`config.mk`:
```
export PLATFORM = sky130hd
export DESIGN_NAME = pixel_color_space_convert
export DESIGN_NICKNAME = d
export VERILOG_FILES = /design/src/design/pcsc_pkg.sv /design/src/design/pixel_color_space_convert.sv /design/src/design/pcsc_yuv_rgb.sv /design/src/design/pcsc_rgb_yuv.sv
export SDC_FILE = /design/constraint.sdc
export NUM_CORES = 2
export LEC_CHECK = 0
export ABC_AREA = 1
export BUFFER_PORTS_ARGS = -buffer_cell sky130_fd_sc_hd__buf_2
export CAP_MARGIN = 30
export CELL_PAD_IN_SITES_DETAIL_PLACEMENT = 1
export CELL_PAD_IN_SITES_GLOBAL_PLACEMENT = 2
export CORE_MARGIN = 5
export CORE_UTILIZATION = 46
export DETAILED_ROUTE_END_ITERATION = 16
export PLACE_DENSITY = 0.86
export SYNTH_ARGS = -nofsm -noshare
export SYNTH_HDL_FRONTEND = slang
export SYNTH_SLANG_ARGS = --single-unit
```
`constraint.sdc`:
```
create_clock -name clk -period 10.7 [get_ports clk]
set_input_delay 0.535 -clock clk [delete_from_list [all_inputs] [get_ports clk]]
set_output_delay 0.535 -clock clk [all_outputs]
set_load 0.02 [all_outputs]
```
`src/design/pcsc_pkg.sv`:
```
// Shared types, coefficients and helpers for the pixel color space converter.
package pcsc_pkg;

	// Component and pixel types
	typedef logic [7:0] comp_t;

	typedef struct packed {
		comp_t c3;
		comp_t c2;
		comp_t c1;
		comp_t c0;
	} pixel_t;

	// Per-stage load enables of the pipeline
	typedef struct packed {
		logic s1;
		logic s2;
		logic s3;
		logic s4;
	} stage_en_t;

	// Source space codes
	localparam logic SRC_YUV = 1'b0;
	localparam logic SRC_RGB = 1'b1;

	// Target space codes
	localparam logic [1:0] TGT_GRAY = 2'd0;
	localparam logic [1:0] TGT_YUV  = 2'd1;
	localparam logic [1:0] TGT_RGB  = 2'd2;
	localparam logic [1:0] TGT_RGBA = 2'd3;

	// Register indexes
	localparam logic REG_SOURCE = 1'b0;
	localparam logic REG_TARGET = 1'b1;

	// YUV to RGB, 10-bit fixed point
	localparam logic signed [19:0] K_RV = 20'sd1436;
	localparam logic signed [19:0] K_GU = 20'sd352;
	localparam logic signed [19:0] K_GV = 20'sd731;
	localparam logic signed [19:0] K_BU = 20'sd1812;
	localparam logic signed [8:0]  CHROMA_OFS = 9'sd128;

	// RGB to YUV luma weights and rounding
	localparam logic [17:0] K_YR = 18'd299;
	localparam logic [17:0] K_YG = 18'd587;
	localparam logic [17:0] K_YB = 18'd114;
	localparam logic [17:0] Y_RND = 18'd500;

	// Chroma scale and offsets
	localparam logic signed [19:0] K_SCALE = 20'sd1000;
	localparam logic signed [19:0] U_OFS   = 20'sd226816;
	localparam logic signed [19:0] V_OFS   = 20'sd179456;

	// Reciprocals: floor(x / d) = (x * ceil(2^S / d)) >> S over the used ranges
	localparam int Y_SHIFT  = 28;
	localparam logic [18:0] Y_RECIP = 19'd268436;   // 1/1000, exact for x < 2^18
	localparam int UV_SHIFT = 30;
	localparam logic [19:0] U_RECIP = 20'd605950;   // 1/1772
	localparam logic [19:0] V_RECIP = 20'd765865;   // 1/1402

	// Quotient saturates at 255 from 256 * divisor upward
	localparam logic signed [19:0] U_SAT = 20'sd453632;
	localparam logic signed [19:0] V_SAT = 20'sd358912;

	localparam comp_t COMP_MAX = 8'd255;

	// Clamp a small signed sum to 0..255
	function automatic comp_t clamp8(input logic signed [11:0] v);
		comp_t r;
		if (v < 12'sd0)
			r = 8'd0;
		else if (v > 12'sd255)
			r = COMP_MAX;
		else
			r = v[7:0];
		return r;
	endfunction

endpackage

```
`src/design/pixel_color_space_convert.sv`:
```
// Throughput: one pixel per clock while the output is not stalled; a stalled output holds
// stage 4 and the full stages directly behind it, while empty stages still load. The depth is set
// by the RGB to YUV path: luma sum, luma divide, chroma numerators, chroma divide, one per stage.
// Reset clears all stage valid bits and sets source YUV, target RGB.
// Configuration writes are taken in any cycle (cfg_ready is always high).
module pixel_color_space_convert
	import pcsc_pkg::*;
(
	input  logic        clk,
	input  logic        arst_n,
	// Configuration write channel
	input  logic        cfg_valid,
	output logic        cfg_ready,
	input  logic        cfg_index,
	input  logic [1:0]  cfg_data,
	// Input pixel stream
	input  logic        s_axis_tvalid,
	output logic        s_axis_tready,
	input  logic [31:0] s_axis_tdata,    // comp0 [7:0], comp1 [15:8], comp2 [23:16], comp3 [31:24]
	// Output pixel stream
	output logic        m_axis_tvalid,
	input  logic        m_axis_tready,
	output logic [31:0] m_axis_tdata     // out0 [7:0], out1 [15:8], out2 [23:16], out3 [31:24]
);

	typedef enum logic [2:0] {
		M_PASS,
		M_GRAY,
		M_YUV_RGB,
		M_YUV_RGBA,
		M_RGB_YUV,
		M_RGB_RGBA
	} mode_t;

	logic       source_q;
	logic [1:0] target_q;
	mode_t      mode_in;
	mode_t      mode_s1;
	mode_t      mode_s2;
	mode_t      mode_s3;
	pixel_t     pix_in;
	pixel_t     pix_s1;
	pixel_t     res_s2;
	pixel_t     res_s3;
	pixel_t     out_s4;
	logic       valid_s1;
	logic       valid_s2;
	logic       valid_s3;
	logic       valid_s4;
	stage_en_t  en;
	comp_t      cv_r;
	comp_t      cv_g;
	comp_t      cv_b;
	comp_t      cv_y;
	comp_t      cv_u;
	comp_t      cv_v;

	// Configuration registers
	assign cfg_ready = 1'b1;

	always_ff @(posedge clk or negedge arst_n) begin
		if (!arst_n) begin
			source_q <= SRC_YUV;
			target_q <= TGT_RGB;
		end else if (cfg_valid && cfg_ready) begin
			unique case (cfg_index)
				REG_SOURCE: source_q <= cfg_data[0];
				REG_TARGET: target_q <= cfg_data;
				default: ;
			endcase
		end
	end

	// Conversion mode decode
	always_comb begin
		mode_in = M_PASS;
		if (source_q == SRC_YUV) begin
			unique case (target_q)
				TGT_YUV:  mode_in = M_PASS;
				TGT_GRAY: mode_in = M_GRAY;
				TGT_RGB:  mode_in = M_YUV_RGB;
				TGT_RGBA: mode_in = M_YUV_RGBA;
				default:  mode_in = M_PASS;
			endcase
		end else begin
			unique case (target_q) inside
				TGT_RGB:  mode_in = M_PASS;
				TGT_RGBA: mode_in = M_RGB_RGBA;
				TGT_GRAY,
				TGT_YUV:  mode_in = M_RGB_YUV;
				default:  mode_in = M_PASS;
			endcase
		end
	end

	// Stage load enables: a stage loads when empty or when its successor loads
	assign en.s4 = !valid_s4 || m_axis_tready;
	assign en.s3 = !valid_s3 || en.s4;
	assign en.s2 = !valid_s2 || en.s3;
	assign en.s1 = !valid_s1 || en.s2;
	assign s_axis_tready = en.s1;

	// Valid bits travel with the data
	always_ff @(posedge clk or negedge arst_n) begin
		if (!arst_n) begin
			valid_s1 <= 1'b0;
			valid_s2 <= 1'b0;
			valid_s3 <= 1'b0;
			valid_s4 <= 1'b0;
		end else begin
			if (en.s1) valid_s1 <= s_axis_tvalid;
			if (en.s2) valid_s2 <= valid_s1;
			if (en.s3) valid_s3 <= valid_s2;
			if (en.s4) valid_s4 <= valid_s3;
		end
	end

	assign pix_in = pixel_t'(s_axis_tdata);

	// Conversion datapaths
	pcsc_yuv_rgb u_yuv_rgb (
		.clk   (clk),
		.en_s1 (en.s1),
		.y     (pix_in.c0),
		.u     (pix_in.c1),
		.v     (pix_in.c2),
		.r     (cv_r),
		.g     (cv_g),
		.b     (cv_b)
	);

	pcsc_rgb_yuv u_rgb_yuv (
		.clk (clk),
		.en  (en),
		.r   (pix_in.c0),
		.g   (pix_in.c1),
		.b   (pix_in.c2),
		.y   (cv_y),
		.u   (cv_u),
		.v   (cv_v)
	);

	// Stage 1: input word and mode
	always_ff @(posedge clk) begin
		if (en.s1) begin
			pix_s1  <= pix_in;
			mode_s1 <= mode_in;
		end
	end

	// Stage 2: results of all modes but RGB to YUV
	always_ff @(posedge clk) begin
		if (en.s2) begin
			mode_s2 <= mode_s1;
			case (mode_s1)
				M_PASS:     res_s2 <= pix_s1;
				M_GRAY:     res_s2 <= '{c3: 8'd0, c2: 8'd0, c1: 8'd0, c0: pix_s1.c0};
				M_YUV_RGB:  res_s2 <= '{c3: 8'd0, c2: cv_b, c1: cv_g, c0: cv_r};
				M_YUV_RGBA: res_s2 <= '{c3: COMP_MAX, c2: cv_b, c1: cv_g, c0: cv_r};
				M_RGB_RGBA: res_s2 <= '{c3: COMP_MAX, c2: pix_s1.c2, c1: pix_s1.c1,
					c0: pix_s1.c0};
				default:    res_s2 <= '0;
			endcase
		end
	end

	// Stage 3: carry
	always_ff @(posedge clk) begin
		if (en.s3) begin
			mode_s3 <= mode_s2;
			res_s3  <= res_s2;
		end
	end

	// Stage 4: output word
	always_ff @(posedge clk) begin
		if (en.s4) begin
			if (mode_s3 == M_RGB_YUV)
				out_s4 <= '{c3: 8'd0, c2: cv_v, c1: cv_u, c0: cv_y};
			else
				out_s4 <= res_s3;
		end
	end

	assign m_axis_tvalid = valid_s4;
	assign m_axis_tdata  = out_s4;

	// A free output lets the whole pipeline advance
	a_free_out_ready: assert property (@(posedge clk) disable iff (!arst_n)
		(!m_axis_tvalid || m_axis_tready) |-> s_axis_tready)
		else $error("input stalled while the output is free");

	// A full, stalled pipeline takes no new word
	a_full_stall: assert property (@(posedge clk) disable iff (!arst_n)
		(valid_s1 && valid_s2 && valid_s3 && m_axis_tvalid && !m_axis_tready)
		|-> !s_axis_tready)
		else $error("word accepted into a full stalled pipeline");

	// RGB to YUV results carry zero alpha
	a_yuv_alpha: assert property (@(posedge clk) disable iff (!arst_n)
		(valid_s3 && en.s4 && mode_s3 == M_RGB_YUV) |=> (m_axis_tdata[31:24] == 8'd0))
		else $error("nonzero alpha on RGB to YUV result");

endmodule

```
`src/design/pcsc_yuv_rgb.sv`:
```
// YUV to RGB datapath: coefficient products in stage 1, shift, add and clamp after.
module pcsc_yuv_rgb
	import pcsc_pkg::*;
(
	input  logic  clk,
	input  logic  en_s1,
	input  comp_t y,
	input  comp_t u,
	input  comp_t v,
	output comp_t r,
	output comp_t g,
	output comp_t b
);

	logic signed [8:0]  du;
	logic signed [8:0]  dv;
	logic signed [19:0] pr_s1;
	logic signed [19:0] pg_s1;
	logic signed [19:0] pb_s1;
	comp_t              y_s1;
	logic signed [11:0] r_sum;
	logic signed [11:0] g_sum;
	logic signed [11:0] b_sum;

	// Centered chroma
	assign du = $signed({1'b0, u}) - CHROMA_OFS;
	assign dv = $signed({1'b0, v}) - CHROMA_OFS;

	// Stage 1: constant products
	always_ff @(posedge clk) begin
		if (en_s1) begin
			pr_s1 <= 20'(dv) * K_RV;
			pg_s1 <= 20'(du) * K_GU + 20'(dv) * K_GV;
			pb_s1 <= 20'(du) * K_BU;
			y_s1  <= y;
		end
	end

	// Floor shift by 10, add to luma, clamp
	assign r_sum = $signed({4'b0, y_s1}) + 12'(pr_s1 >>> 10);
	assign g_sum = $signed({4'b0, y_s1}) - 12'(pg_s1 >>> 10);
	assign b_sum = $signed({4'b0, y_s1}) + 12'(pb_s1 >>> 10);

	assign r = clamp8(r_sum);
	assign g = clamp8(g_sum);
	assign b = clamp8(b_sum);

endmodule

```
`src/design/pcsc_rgb_yuv.sv`:
```
// RGB to YUV datapath: luma sum, luma divide, chroma numerators, chroma divide.
module pcsc_rgb_yuv
	import pcsc_pkg::*;
(
	input  logic      clk,
	input  stage_en_t en,
	input  comp_t     r,
	input  comp_t     g,
	input  comp_t     b,
	output comp_t     y,
	output comp_t     u,
	output comp_t     v
);

	logic [17:0]        sum_s1;
	comp_t              r_s1;
	comp_t              b_s1;
	logic [36:0]        y_prod;
	comp_t              y_s2;
	comp_t              r_s2;
	comp_t              b_s2;
	logic signed [8:0]  du;
	logic signed [8:0]  dv;
	logic signed [19:0] nu_s3;
	logic signed [19:0] nv_s3;
	comp_t              y_s3;
	logic [38:0]        u_prod;
	logic [38:0]        v_prod;

	// Stage 1: weighted luma sum with rounding
	always_ff @(posedge clk) begin
		if (en.s1) begin
			sum_s1 <= 18'(r) * K_YR + 18'(g) * K_YG + 18'(b) * K_YB + Y_RND;
			r_s1   <= r;
			b_s1   <= b;
		end
	end

	// Stage 2: divide by 1000 through the reciprocal
	assign y_prod = 37'(sum_s1) * 37'(Y_RECIP);

	always_ff @(posedge clk) begin
		if (en.s2) begin
			y_s2 <= y_prod[Y_SHIFT +: 8];
			r_s2 <= r_s1;
			b_s2 <= b_s1;
		end
	end

	// Stage 3: chroma numerators
	assign du = $signed({1'b0, b_s2}) - $signed({1'b0, y_s2});
	assign dv = $signed({1'b0, r_s2}) - $signed({1'b0, y_s2});

	always_ff @(posedge clk) begin
		if (en.s3) begin
			nu_s3 <= 20'(du) * K_SCALE + U_OFS;
			nv_s3 <= 20'(dv) * K_SCALE + V_OFS;
			y_s3  <= y_s2;
		end
	end

	// Chroma divide with saturation to 0..255
	assign u_prod = 39'(nu_s3[18:0]) * 39'(U_RECIP);
	assign v_prod = 39'(nv_s3[18:0]) * 39'(V_RECIP);

	always_comb begin
		if (nu_s3 <= 20'sd0)
			u = 8'd0;
		else if (nu_s3 >= U_SAT)
			u = COMP_MAX;
		else
			u = u_prod[UV_SHIFT +: 8];

		if (nv_s3 <= 20'sd0)
			v = 8'd0;
		else if (nv_s3 >= V_SAT)
			v = COMP_MAX;
		else
			v = v_prod[UV_SHIFT +: 8];
	end

	assign y = y_s3;

endmodule
```
# --- Word level (Yosys, flattened, before mapping) ---
# Index checks and enable logic that the tools add are counted.
# W data, S select, Z words.
op_classes:
  addsub: 13
  multipliers: 12
  magnitude_cmp: 10
  eq_ne: 8
  muxes: 15
  n_bitwise: 1
  n_reduce_logical: 13
ops:
  columns: ["cell", "count"]
  rows:
  - ["$pmux W32 S5", 1]
  - ["$mux W8", 10]
  - ["$add A20 B19 Y20 const B", 2]
  - ["$ge A20 B20 Y1 const B", 2]
  - ["$le A20 B1 Y1 const B", 2]
  - ["$mul A19 B20 Y38 const B", 1]
  - ["$mul A19 B19 Y37 const B", 1]
  - ["$gt A12 B9 Y1 const B", 3]
  - ["$lt A12 B1 Y1 const B", 3]
  - ["$mul A9 B10 Y18 const B", 2]
  - ["$mul A18 B17 Y34 const B", 1]
  - ["$mul A9 B8 Y17 const B", 2]
  - ["$mux W24", 1]
  - ["$add A9 B10 Y11", 2]
  - ["$add A20 B20 Y20", 1]
  - ["$mul A9 B11 Y20 const B", 1]
  - ["$add A17 B18 Y18", 1]
  - ["$add A18 B15 Y18", 1]
  - ["$add A18 B9 Y18 const B", 1]
  - ["$mul A8 B10 Y18 const B", 1]
  - ["$sub A8 B8 Y9", 2]
  - ["$sub A8 B8 Y9 const B", 2]
  - ["$mul A8 B9 Y17 const B", 1]
  - ["$mul A8 B6 Y14 const B", 1]
  - ["17 further kinds", 27]
word_totals:
  ff_bits: 290
  input_bits: 40
  output_inout_bits: 35
  word_cells: 107

# --- Longest topological paths before layout ---
logic_depth:
  depth_word: 5
  ltp_mapped: 36
  ltp_nobuf: 36

# --- Cells and area by module ---
# A second synthesis with hierarchy kept.
hier_totals:
  hier_cells: 4743
  area_unflattened_um2: 42791.0
modules_own_cells:
  columns: ["mod", "n_inst", "cells_per_inst", "area_each_um2", "seq_area_each_um2"]
  rows:
  - ["pcsc_rgb_yuv", 1, 3256, 28850.2, 3002.9]
  - ["pcsc_yuv_rgb", 1, 1107, 8650.8, 1141.1]
  - ["pixel_color_space_convert", 1, 380, 5290.1, 4290.4]

# --- Worst setup path after synthesis ---
# Ideal clock, no wire load.
synth_timing:
  kind: "input to register"
  startpoint: "input s_axis_tdata[17]"
  endpoint: "register u_rgb_yuv.sum_s1[14] (data pin)"
  setup_ns: 0.260
  t_arrival_ns: 5.741
  t_required_ns: 10.440
  path_slack_ns: 4.699
  cell_stages: 23
  path_buffers: 0
  path_cell_list: "inv_1 -> fa_1 -> inv_1 -> fa_1 -> ha_1 -> inv_1 -> fa_1 -> xnor2_1 -> ha_1 -> ha_1 -> fa_1 -> inv_1 -> fa_1 -> fa_1 -> inv_1 -> ha_1 -> a21oi_1 -> o21ai_0 -> a21oi_1 -> o21ai_0 -> nand3_1 -> nand2_1 -> xor2_1"
synth_via:
  elab_chain_len: 3
synth_lines:
  columns: ["element", "line", "source"]
  rows:
  - ["start: declaration", "pixel_color_space_convert.sv:19", "input logic [31:0] s_axis_tdata,"]
  - ["$mul A8 B6 Y14", "pcsc_rgb_yuv.sv:33", "sum_s1 <= 18'(r) * K_YR + 18'(g) * K_YG + 18'(b) * K_YB + Y_RND;"]
  - ["$add A18 B15 Y18", "pcsc_rgb_yuv.sv:33", null]
  - ["$add A18 B9 Y18", "pcsc_rgb_yuv.sv:33", null]
  - ["end signal: assignment", "pcsc_rgb_yuv.sv:33", null]
  - ["end: declaration", "pcsc_rgb_yuv.sv:15", "logic [17:0] sum_s1;"]
# Every way passes these cells.
# A chain may end at the register's enable or synchronous reset.

# --- Worst setup path in the final report ---
layout_timing:
  startpoint: "register u_rgb_yuv.y_s2[2]"
  endpoint: "register u_rgb_yuv.nv_s3[18] (data pin)"
layout_via:
  elab_chain_len: 3
layout_lines:
  columns: ["element", "line", "source"]
  rows:
  - ["start: declaration", "pcsc_rgb_yuv.sv:19", "comp_t y_s2;"]
  - ["start signal: assignment", "pcsc_rgb_yuv.sv:44", "y_s2 <= y_prod[Y_SHIFT +: 8];"]
  - ["$sub A8 B8 Y9", "pcsc_rgb_yuv.sv:52", "assign dv = $signed({1'b0, r_s2}) - $signed({1'b0, y_s2});"]
  - ["$mul A9 B8 Y17", "pcsc_rgb_yuv.sv:57", "nv_s3 <= 20'(dv) * K_SCALE + V_OFS;"]
  - ["$add A20 B19 Y20", "pcsc_rgb_yuv.sv:57", null]
  - ["end signal: assignment", "pcsc_rgb_yuv.sv:57", null]
  - ["end: declaration", "pcsc_rgb_yuv.sv:25", "logic signed [19:0] nv_s3;"]
# Every way passes these cells.

==> run_results.csv <==
group,metric,value,unit
outcome,outcome,"completed",
final_layout,drive_above_1_share,4.19,%
synthesis,synth_edf_count,251,
synthesis,syn_area,40900,µm²
synthesis,syn-mean-instance-area,9.14,µm²
clock_tree,clkTransAtPathRegs,0.07,ns
flow_run,maxCapViolCount,0,
floorplan,die_w,308,µm
final_layout,multiInputGateArea,28600,µm²
worst_hold_path,hold_start,"s_axis_tdata[30]",
setup_path,path_buf_inv,6,
clock_tree,clock_latency,0.62,ns
drt,antenna_left,0,
setup_path,slowest_stage,"xnor2_1",
timing,setup_tns,0,ns
place,place_congestion,0.879,
synthesis,synth_cell_type_count,58,
setup_path,crit_family,"adder cells",
setup_path,required,11.05,ns
place,placed_cells,5719,
final_layout,instances_no_fill,5776,
synthesis,yosys_warnings,0,
clock_tree,root_buffer,"clkbuf_16",
global_routing,grt_pass1_wl,176000,µm
floorplan,io_pins,75,
final_layout,fin_nets,5945,
drt,drt_iter0_drc,1043,
place,hpwlAfterDp,93100,µm
final_layout,seqCellArea,7710,µm²
setup_path,timing.rr.end,"u_rgb_yuv.nv_s3[18]",
floorplan,dieArea,95000,µm²
clock_tree,h-tree-depth,1,
synthesis,synth_area_leader_cell,"ha_1",
clock_tree,numCtsBuffers,31,
timing,tightest_slew,0.976,ns
final_layout,fill_cells,10400,
setup_path,worstSetupStartpointType,"flip-flop",
timing,finalHoldViolCount,0,
synthesis,synthDominantCellAreaShare,24.9,%
synthesis,ys_top_cells_by_area,"ha_1 25%, fa_1 25%, edfxtp_1 18%, inv_1 11%, nand2_1 6.3%",
drt,via_per_inst,5.09,
synthesis,syn_inst,4476,
synthesis,synthArstFlopShare,2.71,%
drt,wl_per_cell,18.6,µm
final_layout,syn_to_final_growth,7.28,%
setup_path,rr_worst_depth,27,
timing,finClkSkew,0.0295,ns
synthesis,ys_top_cells_by_count,"1210 x inv_1, 814 x ha_1, 686 x nand2_1",
floorplan,initial_core_util,46.3,%
global_routing,track_usage,23.2,%
worst_hold_path,hold_end,"pix_s1[30]",
timing,fin_crit,6.19,ns
timing,min_period_over_period,57.9,%
timing,max_freq,161,MHz
place,numPortBuffers,73,
clock_tree,tritoncts,"done",
global_routing,grt_pass1_vias,33400,
drt,postRouteWirelength,107000,µm
timing,maxSlewHeadroom,34.2,%
place,post_dp_cell_area,42800,µm²
setup_path,reg2reg_from,"u_rgb_yuv.y_s2[2]",
global_routing,grt_max_degree,67,
setup_path,arrival,6.54,ns
timing,setup_viol,0,
clock_tree,cts_sinks,258,
setup_path,crit_fanout,5,
floorplan,fp-row-count,109,
setup_path,worstSetupPathType,"flip-flop to flip-flop",
synthesis,synth_seq_cells,258,
global_routing,antenna_found_initial,4,
clock_tree,cts_setup_buffers,0,
drt,dr.pass1.iters,5,
timing,final_max_slew_viol_count,0,
worst_hold_path,hold_path_class,"primary input to flip-flop",
floorplan,die_y,308,µm
synthesis,synth_ff_type,"edfxtp_1",
timing,rsz0062_at_grt,"false",
drt,routed-via-count,29400,
setup_path,cp_slowest_stage_delay,0.57,ns
worst_hold_path,min_path_cells,1,
clock_tree,cts_buffer_depth,3,
synthesis,ys_seq_area_share,18.9,%
final_layout,stdcell_area,43900,µm²
global_routing,overflow,0,
floorplan,coreArea,88400,µm²
setup_path,end_kind,"flip-flop",
setup_path,rrSetupSlack,4.51,ns
synthesis,yosysMostFrequentCell,"inv_1",
drt,drc,0,
[state kept, by name, indices dropped and copies added, names as in the netlist, 10 cells and up]
| name | flops |
|---|---|
| m_axis_tdata | 32 |
| pix_s1 | 16 |
| res_s2 | 32 |
| res_s3 | 32 |
| u_rgb_yuv.nu_s3 | 17 |
| u_rgb_yuv.nv_s3 | 17 |
| u_rgb_yuv.sum_s1 | 18 |
| u_yuv_rgb.pb_s1 | 10 |
| u_yuv_rgb.pg_s1 | 10 |
| u_yuv_rgb.pr_s1 | 10 |
[worst reg2reg max path: stages, from the launching register on]
cell and delay [ns]:
edfxtp_1 0.41, inv_1 0.14, ha_1 0.30, a21oi_1 0.18, o21ai_2 0.11, nand4_1 0.08, o211ai_1 0.12, xnor2_1 0.57
inv_1 0.29, ha_1 0.37, xor2_1 0.19, fa_1 0.49, inv_1 0.05, fa_1 0.53, inv_1 0.06, fa_1 0.53
inv_1 0.04, ha_1 0.37, inv_1 0.09, o21bai_1 0.08, nor2_1 0.16, nand2_1 0.11, xnor2_1 0.28, nand2_1 0.13
nand2_1 0.09, nand2_1 0.05, nand2_1 0.06, nand2_1 0.05
[routing by layer]
metal | global-route usage, % | share of wire [%]
met3 | 2.97 | 3.6
met5 | 0 | 0.011
met2 | 41.7 | 50
met1 | 30.0 | 44
met4 | 5.49 | 2.6
[through the flow]
step	setup slack (ns)	hold slack, ns	util [%]
after floorplan	4.70	0.239	-
after global placement	3.98	0.379	48.4
after detailed placement	3.92	0.384	48.4
after CTS	4.43	0.0646	49.7
after global routing	4.00	0.0661	49.7
final	4.51	0.0999	49.7
[how the worst max path moves through the flow]
| stage | start | endpoint | slack [ns] | cells past startpoint |
|---|---|---|---|---|
| 2_1_floorplan | s_axis_tdata[17] | u_rgb_yuv.sum_s1[14] | 4.70 | 23 |
| 3_3_place_gp | s_axis_tdata[17] | u_rgb_yuv.sum_s1[14] | 3.98 | 24 |
| 3_5_place_dp | s_axis_tdata[17] | u_rgb_yuv.sum_s1[14] | 3.92 | 24 |
| 4_1_cts | u_rgb_yuv.y_s2[1] | u_rgb_yuv.nv_s3[19] | 4.43 | 27 |
| 5_1_grt | u_rgb_yuv.y_s2[0] | u_rgb_yuv.nv_s3[19] | 4.00 | 28 |
| 6_report | u_rgb_yuv.y_s2[2] | u_rgb_yuv.nv_s3[18] | 4.51 | 27 |
[final cells by class]
class	count	share of cell area (%)
multi-input cells	2997	65.2
flip-flops and latches	258	17.6
inverters	1217	10.4
well taps	1165	3.32
clock buffers	32	1.78
repair buffers	83	1.01
clock inverters	23	0.701
diodes	1	0.00570
[cell families (layout without fill, tap and decap cells)]
group | after synthesis | in the layout | share of synthesized area (%)
other | 2 | 5 | 0.0184
AND/OR/NAND/NOR | 1137 | 1137 | 11.6
AO/OA/AOI/OAI | 395 | 395 | 5.50
multiplexers | 1 | 1 | 0.0275
buffers and inverters | 1223 | 1355 | 11.2
flip-flops | 258 | 258 | 18.9
XOR/XNOR | 143 | 143 | 3.24
adder cells (fa/ha/maj) | 1317 | 1317 | 49.5
[layout by cell type, fill, tap and decap left out, drive strengths merged, types with 53 or more instances in the layout]
cell / count
xor2: 90
buf: 82
edfxtp: 251
o21ai: 115
nand2: 698
inv: 1218
nand3: 157
xnor2: 53
ha: 814
fa: 503
nor2: 175
a21oi: 188
[repair_timing]
| item | 4_1_cts | 5_1_grt |
|---|---|---|
| resized for setup | 0 | 0 |
| hold buffers | 1 | 0 |
| endpoints found under the hold margin | 7 | 0 |
Power is not shown: default switching activity piles up to over one toggle a cycle in this logic, so the estimate is an artifact.
